==> src/rtl/wear_pkg.sv <==
// ----------------------------------------------------------------------------
// wear_pkg
// shared constants, register codes and types of the energy activity detector
// ----------------------------------------------------------------------------
package wear_pkg;

	localparam int SAMPLE_BITS = 16;
	localparam int INDEX_BITS  = 32;
	localparam int WINDOW_BITS = 16;

	localparam int MAG_W   = SAMPLE_BITS + 1;
	localparam int SQ_W    = 2 * SAMPLE_BITS - 1;
	localparam int SUM_W   = SQ_W + WINDOW_BITS;
	localparam int CNT_W   = WINDOW_BITS + 1;
	localparam int THR_W   = 31;
	localparam int WLEN_W  = 16;
	localparam int MARGIN_W = 24;
	localparam int PROD_W  = THR_W + CNT_W;
	localparam int OUT_W   = 32;

	// alignment of the Q1.30 threshold against the squared-sample scale
	localparam int SUM_SHL = (2 * SAMPLE_BITS < 32) ? 32 - 2 * SAMPLE_BITS : 0;
	localparam int THR_SHL = (2 * SAMPLE_BITS > 32) ? 2 * SAMPLE_BITS - 32 : 0;
	localparam int CMP_W   = (SUM_W + SUM_SHL > PROD_W + THR_SHL) ?
		SUM_W + SUM_SHL : PROD_W + THR_SHL;

	localparam int ADD_W   = ((INDEX_BITS > MARGIN_W) ? INDEX_BITS : MARGIN_W) + 1;

	localparam int CFG_IDX_W  = 2;
	localparam int CFG_DATA_W = 32;

	localparam logic [CFG_IDX_W-1:0] REG_THRESHOLD = 2'd0;
	localparam logic [CFG_IDX_W-1:0] REG_WINDOW    = 2'd1;
	localparam logic [CFG_IDX_W-1:0] REG_MARGIN    = 2'd2;

	localparam logic [THR_W-1:0]    THR_RESET    = 31'd1073741;
	localparam logic [WLEN_W-1:0]   WLEN_RESET   = 16'd480;
	localparam logic [MARGIN_W-1:0] MARGIN_RESET = 24'd0;

	localparam int FIFO_DEPTH = 4;
	localparam int FIFO_PTR_W = $clog2(FIFO_DEPTH);

	typedef struct packed {
		logic [THR_W-1:0]    threshold;
		logic [WLEN_W-1:0]   window_len;
		logic [MARGIN_W-1:0] margin;
	} cfg_t;

	typedef struct packed {
		logic [SQ_W-1:0] sq;
		logic            last;
	} sq_item_t;

	typedef struct packed {
		logic [SUM_W-1:0]      sum;
		logic [CNT_W-1:0]      cnt;
		logic [INDEX_BITS-1:0] wstart;
		logic [INDEX_BITS-1:0] wend;
		logic                  last;
	} win_rec_t;

endpackage

==> src/rtl/windowed_energy_activity_region_core.sv <==
// ----------------------------------------------------------------------------
// windowed_energy_activity_region_core
// energy based voice activity region detector over a sample stream
// ----------------------------------------------------------------------------
// usage:
// - input channel in_valid/in_ready carries one signed sample and a last flag
//   per request; one sample can be taken every cycle while the queue has room
// - the stream is cut into windows of window_length samples; a window is
//   active when its summed energy exceeds energy_threshold times its count
// - on the request with last set, one result request goes out on
//   out_valid/out_ready: activity flag plus region start and exclusive end
// - path of the last sample to its result: queue, accumulate, threshold product,
//   activity update, output register
// - throughput: one sample per cycle, set by the single accumulate stage
// - a result waiting on a stalled receiver holds the whole window engine;
//   the 4-entry queue keeps absorbing samples, then in_ready drops
// - config port cfg_valid/cfg_ready/cfg_index/cfg_data is always ready;
//   write it only while the block is idle
// - reset: registers return to their defaults, the stream state is cleared,
//   the queue is emptied
// ----------------------------------------------------------------------------
module windowed_energy_activity_region_core (
	input  logic                                    clk,
	input  logic                                    arst_n,
	input  logic                                    in_valid,
	output logic                                    in_ready,
	input  logic signed [wear_pkg::SAMPLE_BITS-1:0] sample,
	input  logic                                    last,
	output logic                                    out_valid,
	input  logic                                    out_ready,
	output logic                                    speech_flag,
	output logic [wear_pkg::OUT_W-1:0]              span_begin,
	output logic [wear_pkg::OUT_W-1:0]              span_end,
	input  logic                                    cfg_valid,
	output logic                                    cfg_ready,
	input  logic [wear_pkg::CFG_IDX_W-1:0]          cfg_index,
	input  logic [wear_pkg::CFG_DATA_W-1:0]         cfg_data
);
	import wear_pkg::*;

	cfg_t     cfg_q;
	logic     q_full;
	logic     q_push;
	logic     q_pop;
	logic     q_not_empty;
	sq_item_t q_wr_item;
	sq_item_t q_rd_item;

	// register file, writes never stall
	assign cfg_ready = 1'b1;

	always_ff @(posedge clk or negedge arst_n) begin
		if (!arst_n) begin
			cfg_q.threshold  <= THR_RESET;
			cfg_q.window_len <= WLEN_RESET;
			cfg_q.margin     <= MARGIN_RESET;
		end else if (cfg_valid) begin
			case (cfg_index)
				REG_THRESHOLD: cfg_q.threshold  <= cfg_data[THR_W-1:0];
				REG_WINDOW:    cfg_q.window_len <= cfg_data[WLEN_W-1:0];
				REG_MARGIN:    cfg_q.margin     <= cfg_data[MARGIN_W-1:0];
				default:       cfg_q            <= cfg_q;
			endcase
		end
	end

	// front: take samples, square them
	wear_front u_front (
		.in_valid (in_valid),
		.in_ready (in_ready),
		.sample   (sample),
		.last     (last),
		.q_full   (q_full),
		.q_push   (q_push),
		.q_item   (q_wr_item)
	);

	// decoupling queue
	wear_fifo u_fifo (
		.clk       (clk),
		.arst_n    (arst_n),
		.push      (q_push),
		.wr_item   (q_wr_item),
		.pop       (q_pop),
		.rd_item   (q_rd_item),
		.full      (q_full),
		.not_empty (q_not_empty)
	);

	// back: window engine and result register
	wear_back u_back (
		.clk          (clk),
		.arst_n       (arst_n),
		.cfg          (cfg_q),
		.item         (q_rd_item),
		.item_valid   (q_not_empty),
		.item_pop     (q_pop),
		.out_valid    (out_valid),
		.out_ready    (out_ready),
		.speech_flag  (speech_flag),
		.span_begin   (span_begin),
		.span_end     (span_end)
	);

endmodule

==> src/rtl/wear_front.sv <==
// ----------------------------------------------------------------------------
// wear_front
// input side: takes samples and pushes their squared magnitude into the queue
// ----------------------------------------------------------------------------
module wear_front (
	input  logic                                  in_valid,
	output logic                                  in_ready,
	input  logic signed [wear_pkg::SAMPLE_BITS-1:0] sample,
	input  logic                                  last,
	input  logic                                  q_full,
	output logic                                  q_push,
	output wear_pkg::sq_item_t                    q_item
);
	import wear_pkg::*;

	logic [MAG_W-1:0]   mag;
	logic [2*MAG_W-1:0] sq_full;

	// magnitude, the most negative code gives full scale
	assign mag = sample[SAMPLE_BITS-1] ? (MAG_W'(0) - {sample[SAMPLE_BITS-1], sample})
		: {1'b0, sample};
	assign sq_full = mag * mag;

	assign in_ready    = !q_full;
	assign q_push      = in_valid && !q_full;
	assign q_item.sq   = sq_full[SQ_W-1:0];
	assign q_item.last = last;

endmodule

==> src/rtl/wear_fifo.sv <==
// ----------------------------------------------------------------------------
// wear_fifo
// short register queue between the input side and the window engine
// ----------------------------------------------------------------------------
module wear_fifo (
	input  logic               clk,
	input  logic               arst_n,
	input  logic               push,
	input  wear_pkg::sq_item_t wr_item,
	input  logic               pop,
	output wear_pkg::sq_item_t rd_item,
	output logic               full,
	output logic               not_empty
);
	import wear_pkg::*;

	sq_item_t              ent_q [FIFO_DEPTH];
	logic [FIFO_PTR_W-1:0] wr_ptr_q;
	logic [FIFO_PTR_W-1:0] rd_ptr_q;
	logic [FIFO_PTR_W:0]   count_q;

	assign full      = (count_q == (FIFO_PTR_W+1)'(FIFO_DEPTH));
	assign not_empty = (count_q != '0);
	assign rd_item   = ent_q[rd_ptr_q];

	always_ff @(posedge clk) begin
		if (push) begin
			ent_q[wr_ptr_q] <= wr_item;
		end
	end

	always_ff @(posedge clk or negedge arst_n) begin
		if (!arst_n) begin
			wr_ptr_q <= '0;
			rd_ptr_q <= '0;
			count_q  <= '0;
		end else begin
			if (push) begin
				wr_ptr_q <= wr_ptr_q + FIFO_PTR_W'(1);
			end
			if (pop) begin
				rd_ptr_q <= rd_ptr_q + FIFO_PTR_W'(1);
			end
			case ({push, pop})
				2'b10:   count_q <= count_q + (FIFO_PTR_W+1)'(1);
				2'b01:   count_q <= count_q - (FIFO_PTR_W+1)'(1);
				default: count_q <= count_q;
			endcase
		end
	end

endmodule

==> src/rtl/wear_back.sv <==
// ----------------------------------------------------------------------------
// wear_back
// window engine: accumulate, threshold product, activity tracking, result
// ----------------------------------------------------------------------------
module wear_back (
	input  logic                            clk,
	input  logic                            arst_n,
	input  wear_pkg::cfg_t                  cfg,
	input  wear_pkg::sq_item_t              item,
	input  logic                            item_valid,
	output logic                            item_pop,
	output logic                            out_valid,
	input  logic                            out_ready,
	output logic                            speech_flag,
	output logic [wear_pkg::OUT_W-1:0]      span_begin,
	output logic [wear_pkg::OUT_W-1:0]      span_end
);
	import wear_pkg::*;

	logic                   en;

	// accumulate stage state
	logic [SUM_W-1:0]       sum_q;
	logic [WINDOW_BITS-1:0] fill_q;
	logic [INDEX_BITS-1:0]  idx_q;
	logic [INDEX_BITS-1:0]  wstart_q;

	logic [WINDOW_BITS-1:0] len_w;
	logic [WINDOW_BITS-1:0] len_eff;
	logic [SUM_W-1:0]       sum_n;
	logic [WINDOW_BITS-1:0] fill_n;
	logic [INDEX_BITS-1:0]  idx_n;
	logic                   close;

	win_rec_t               rec_s1;
	logic                   rec_vld_s1;
	win_rec_t               rec_s2;
	logic [PROD_W-1:0]      prod_s2;
	logic                   rec_vld_s2;

	// activity tracking state
	logic                   found_q;
	logic [INDEX_BITS-1:0]  first_q;
	logic [INDEX_BITS-1:0]  lastact_q;

	logic [CMP_W-1:0]       cmp_lhs;
	logic [CMP_W-1:0]       cmp_rhs;
	logic                   active;
	logic                   found_n;
	logic [INDEX_BITS-1:0]  first_n;
	logic [INDEX_BITS-1:0]  lastact_n;

	logic                   res_vld_s3;
	logic                   res_found_s3;
	logic [INDEX_BITS-1:0]  res_first_s3;
	logic [INDEX_BITS-1:0]  res_last_s3;
	logic [INDEX_BITS-1:0]  res_idx_s3;

	logic [ADD_W-1:0]       margin_x;
	logic [ADD_W-1:0]       first_x;
	logic [ADD_W-1:0]       idx_x;
	logic [ADD_W-1:0]       end_sum;
	logic [ADD_W-1:0]       start_v;
	logic [ADD_W-1:0]       end_v;
	logic                   has_v;

	logic                   out_valid_q;
	logic                   has_q;
	logic [OUT_W-1:0]       start_q;
	logic [OUT_W-1:0]       end_q;

	// whole engine holds while a result waits
	assign en       = !out_valid_q || out_ready;
	assign item_pop = en && item_valid;

	assign len_w   = WINDOW_BITS'(cfg.window_len);
	assign len_eff = (len_w == '0) ? WINDOW_BITS'(1) : len_w;
	assign sum_n   = sum_q + SUM_W'(item.sq);
	assign fill_n  = fill_q + WINDOW_BITS'(1);
	assign idx_n   = idx_q + INDEX_BITS'(1);
	assign close   = (fill_n >= len_eff) || (fill_n == '0) || item.last;

	always_ff @(posedge clk or negedge arst_n) begin
		if (!arst_n) begin
			sum_q      <= '0;
			fill_q     <= '0;
			idx_q      <= '0;
			wstart_q   <= '0;
			rec_vld_s1 <= 1'b0;
		end else if (en) begin
			rec_vld_s1 <= item_valid && close;
			if (item_valid) begin
				if (close) begin
					sum_q  <= '0;
					fill_q <= '0;
				end else begin
					sum_q  <= sum_n;
					fill_q <= fill_n;
				end
				if (item.last) begin
					idx_q    <= '0;
					wstart_q <= '0;
				end else begin
					idx_q <= idx_n;
					if (close) begin
						wstart_q <= idx_n;
					end
				end
			end
		end
	end

	always_ff @(posedge clk) begin
		if (en && item_valid && close) begin
			rec_s1.sum    <= sum_n;
			rec_s1.cnt    <= {fill_n == '0, fill_n};
			rec_s1.wstart <= wstart_q;
			rec_s1.wend   <= idx_n;
			rec_s1.last   <= item.last;
		end
	end

	// threshold times sample count
	always_ff @(posedge clk or negedge arst_n) begin
		if (!arst_n) begin
			rec_vld_s2 <= 1'b0;
		end else if (en) begin
			rec_vld_s2 <= rec_vld_s1;
		end
	end

	always_ff @(posedge clk) begin
		if (en && rec_vld_s1) begin
			rec_s2  <= rec_s1;
			prod_s2 <= PROD_W'(cfg.threshold) * PROD_W'(rec_s1.cnt);
		end
	end

	assign cmp_lhs   = CMP_W'(rec_s2.sum) << SUM_SHL;
	assign cmp_rhs   = CMP_W'(prod_s2) << THR_SHL;
	assign active    = cmp_lhs > cmp_rhs;
	assign found_n   = found_q || active;
	assign first_n   = (active && !found_q) ? rec_s2.wstart : first_q;
	assign lastact_n = active ? rec_s2.wend : lastact_q;

	always_ff @(posedge clk or negedge arst_n) begin
		if (!arst_n) begin
			found_q    <= 1'b0;
			first_q    <= '1;
			lastact_q  <= '0;
			res_vld_s3 <= 1'b0;
		end else if (en) begin
			res_vld_s3 <= rec_vld_s2 && rec_s2.last;
			if (rec_vld_s2) begin
				if (rec_s2.last) begin
					found_q   <= 1'b0;
					first_q   <= '1;
					lastact_q <= '0;
				end else begin
					found_q   <= found_n;
					first_q   <= first_n;
					lastact_q <= lastact_n;
				end
			end
		end
	end

	always_ff @(posedge clk) begin
		if (en && rec_vld_s2 && rec_s2.last) begin
			res_found_s3 <= found_n;
			res_first_s3 <= first_n;
			res_last_s3  <= lastact_n;
			res_idx_s3   <= rec_s2.wend;
		end
	end

	// widen by the margin, floor at zero, cap at stream length
	assign margin_x = ADD_W'(cfg.margin);
	assign first_x  = ADD_W'(res_first_s3);
	assign idx_x    = ADD_W'(res_idx_s3);
	assign end_sum  = ADD_W'(res_last_s3) + margin_x;
	assign has_v    = res_found_s3 && (res_first_s3 < res_last_s3);
	assign start_v  = (first_x > margin_x) ? (first_x - margin_x) : '0;
	assign end_v    = (end_sum > idx_x) ? idx_x : end_sum;

	always_ff @(posedge clk or negedge arst_n) begin
		if (!arst_n) begin
			out_valid_q <= 1'b0;
		end else if (en) begin
			out_valid_q <= res_vld_s3;
		end
	end

	always_ff @(posedge clk) begin
		if (en && res_vld_s3) begin
			has_q   <= has_v;
			start_q <= has_v ? OUT_W'(start_v) : '0;
			end_q   <= has_v ? OUT_W'(end_v) : '0;
		end
	end

	assign out_valid   = out_valid_q;
	assign speech_flag = has_q;
	assign span_begin  = start_q;
	assign span_end    = end_q;

endmodule

==> config.mk <==
export PLATFORM = sky130hd
export DESIGN_NAME = windowed_energy_activity_region_core
export DESIGN_NICKNAME = d
export VERILOG_FILES = /design/src/rtl/wear_pkg.sv /design/src/rtl/windowed_energy_activity_region_core.sv /design/src/rtl/wear_front.sv /design/src/rtl/wear_fifo.sv /design/src/rtl/wear_back.sv
export SDC_FILE = /design/constraint.sdc
export NUM_CORES = 2
export LEC_CHECK = 0
export BUFFER_PORTS_ARGS = -buffer_cell sky130_fd_sc_hd__buf_2
export CAP_MARGIN = 20
export CORE_MARGIN = 2
export CORE_UTILIZATION = 55
export CTS_BUF_LIST = sky130_fd_sc_hd__clkbuf_4 sky130_fd_sc_hd__clkbuf_8
export CTS_CLUSTER_SIZE = 30
export DETAILED_ROUTE_END_ITERATION = 8
export GPL_ROUTABILITY_DRIVEN = 1
export PLACE_DENSITY = 0.76
export SLEW_MARGIN = 25
export SYNTH_ARGS = -nofsm -noshare
export SYNTH_HDL_FRONTEND = slang
export SYNTH_SLANG_ARGS = --single-unit
==> constraint.sdc <==
create_clock -name clk -period 7.4 [get_ports clk]
set_clock_uncertainty 0.15 [all_clocks]
set_input_delay 0 -clock clk [delete_from_list [all_inputs] [get_ports clk]]
set_output_delay 0 -clock clk [all_outputs]
set_load 0.1 [all_outputs]
==> out/metrics.yaml <==
run_status:
  status: "completed"
setup_path:
  worstPathRequired_ns: 7.78
  cp_max_fo: 6
  startpoint_type: "flip-flop"
  critPathKind: "reg2reg"
  worstPathArrival_ns: 7.65
  worstSetupEndpointType: "flip-flop"
placement:
  placement.io_buffers: 121
  dp_hpwl_um: 108000
  place_congestion: 0.939
  post-place-ws_ns: -0.421
  placed_area_um2: 66600
layout:
  utilization: 0.618
  drive_gt1_frac: 0.136
  nFillCells: 8792
  finalInstanceArea_um2: 70600
  layout.nets: 7260
  areaGrowthSynthToFinish_pct: 11.7
synth:
  synth_cell_types: 86
  synthCells: 5785
  synth_area_um2: 63200
  ys.flop_type: "edfxtp_1"
  synth-edff-count: 575
  syn_avg_cell_area_um2: 10.9
  synth_seq_cells: 849
  synth_seq_area_share: 0.383
  synth-async-reset-ratio: 0.323
  ys.warnings.count: 0
grt:
  grtUsageTotal: 0.250
  grt_pass1_vias: 44100
  grt_max_degree: 77
  antenna_found_initial: 3
  gr-total-overflow: 0
  grt_pass1_wl_um: 232000
floorplan:
  ioPinCount: 124
  die_area_um2: 118000
  fp.dieH_um: 343
  start_util: 0.553
  core_area_um2: 114000
  num_rows: 124
  die_w_um: 343
clock_tree:
  clk_pin_slew_worst_paths_ns: 0.07
  clockBufferDepth: 3
  cts_sinks: 849
  htree_levels: 4
  cts_tree: "done"
  numCtsBuffers: 130
  insertion_delay_ns: 0.84
  root_buffer: "clkbuf_8"
sta:
  tightestPinTransition_ns: 1.07
  post-route-period-util: 0.983
  fin_crit_ns: 7.27
  fmax_mhz: 138
  setup_viol: 0
  hold_violations: 0
  finalSetupTns_ns: 0
  drv_slew: 0
  fin_ws_ns: 0.129
  slew_headroom: 0.289
detailed_routing:
  drcViolationCount: 0
  wire_per_inst_um: 18.4
  dr_total_vias: 42500
  drt.antenna.violating_nets: 0
  drt_wl_total_um: 143000
  viasPerCell: 5.47
  first_pass_iters: 6
  drt_iter0_markers: 3211
run:
  drv_cap: 0
min_path:
  min_path_type: "in2reg"
[final cells by class]
type	count	area (µm²)	area share
Clock inverter	40	514	0.00729
Antenna cell	1	2.50	0.0000355
Timing Repair Buffer	417	3180	0.0450
Clock buffer	198	2410	0.0342
Inverter	1028	3860	0.0547
Multi-Input combinational cell	3722	34500	0.489
Tap cell	1512	1890	0.0268
Sequential cell	849	24200	0.343
[placed cells by master, fill, tap and decap left out, drive strengths merged, types with 34 or more instances in the layout]
cell type,count
a21o,122
a21oi,158
a22o,46
and2,186
buf,326
clkbuf,198
conb,35
dfrtp,230
dfstp,44
dlygate4sd3,91
edfxtp,575
fa,629
ha,427
inv,1032
mux2,140
mux2i,34
nand2,688
nand3,67
nand4,43
nor2,231
nor3,43
o21ai,188
o31ai,41
xnor2,163
xor2,69
[synth_stat cells, types with 122 or more instances]
cell type / number / share of area
mux2_2: 140 / 0.025
fa_1: 629 / 0.20
dfrtp_1: 230 / 0.091
xnor2_1: 163 / 0.023
nor2_1: 231 / 0.014
a21oi_1: 158 / 0.013
and2_1: 186 / 0.018
a21o_1: 122 / 0.014
clkbuf_1: 184 / 0.011
ha_1: 427 / 0.085
o21ai_0: 186 / 0.015
inv_1: 1020 / 0.061
nand2_1: 687 / 0.041
edfxtp_1: 575 / 0.27
[registers in the layout (all words and copies together), names as in the netlist, 47 cells and up]
register	flops
u_back.cmp_rhs	48
u_back.rec_s2	65
u_back.cmp_lhs	47
u_back.sum_q	47
cfg_q	71
u_back.rec_s1	129
u_fifo.ent_q	124
[metrics by stage]
stage / std cells / hold WS (ns)
finish: 7767 / 0.145
global route: 7767 / 0.100
CTS: 7760 / 0.000947
detailed placement: 7431 / -0.103
global placement: 7430 / -0.111
floorplan: 5818 / -0.446
[critical path, cell delays in order, from the launching register on]
cell and delay (ns):
dfstp_2 0.67, buf_4 0.18, nand2_1 0.08, fa_1 0.53
inv_1 0.06, fa_1 0.49, inv_1 0.06, fa_1 0.51
inv_1 0.07, fa_1 0.56, inv_1 0.08, fa_1 0.48
inv_1 0.05, fa_1 0.45, ha_1 0.33, nand4_1 0.15
or4_1 0.48, o211a_1 0.28, nor4_1 0.35, o22ai_1 0.22
buf_4 0.19, o31ai_1 0.27, a21oi_1 0.12, xnor2_1 0.16
[layer usage]
layer | vias to the layer above | track usage | part of all wire
met5 | - | 0 | 0.000091
met4 | 2 | 0.0802 | 0.028
met3 | 259 | 0.0498 | 0.075
met2 | 1462 | 0.398 | 0.47
met1 | 21100 | 0.346 | 0.43
li1 | 19700 | - | -
[repair_timing]
item                       in CTS  in global routing
hold endpoints to repair      568                  2
setup endpoints to repair       0                 30
gates resized for setup         0                 26
setup buffers                   0                  5
hold buffers                   91                  1
[worst paths after layout]
kind / start / end / slack, ns / depth (start not counted)
hold / removal: sample[0] / u_fifo.ent_q[0][3]$_DFFE_PP_ / 0.15 / 4
min in group asynchronous: arst_n / u_back.first_q[15]$_DFFE_PN1P_ / 0.22 / 3
max in group asynchronous: arst_n / u_back.sum_q[46]$_DFFE_PN0P_ / 5.88 / 4
setup / recovery: cfg_q[49]$_DFFE_PN1P_ / u_back.cmp_rhs[44]$_DFFE_PP_ / 0.13 / 23
hold reg to reg: u_back.rec_s1[112]$_DFFE_PP_ / u_back.cmp_lhs[30]$_DFFE_PP_ / 0.25 / 0
setup reg to reg: cfg_q[49]$_DFFE_PN1P_ / u_back.cmp_rhs[44]$_DFFE_PP_ / 0.13 / 23
[kinds of logic after synthesis]
family	Yosys count	synth area share
flops	849	0.383
other cells	2	0.000119
mux	205	0.0414
compound gates	762	0.0798
buf+inv	1247	0.0752
fa+ha+maj	1056	0.284
simple gates	1432	0.105
xor+xnor	232	0.0323
Power is left out: the tool's default activity adds up to more than one toggle a clock period on the data nets, which glitch-free logic cannot reach.
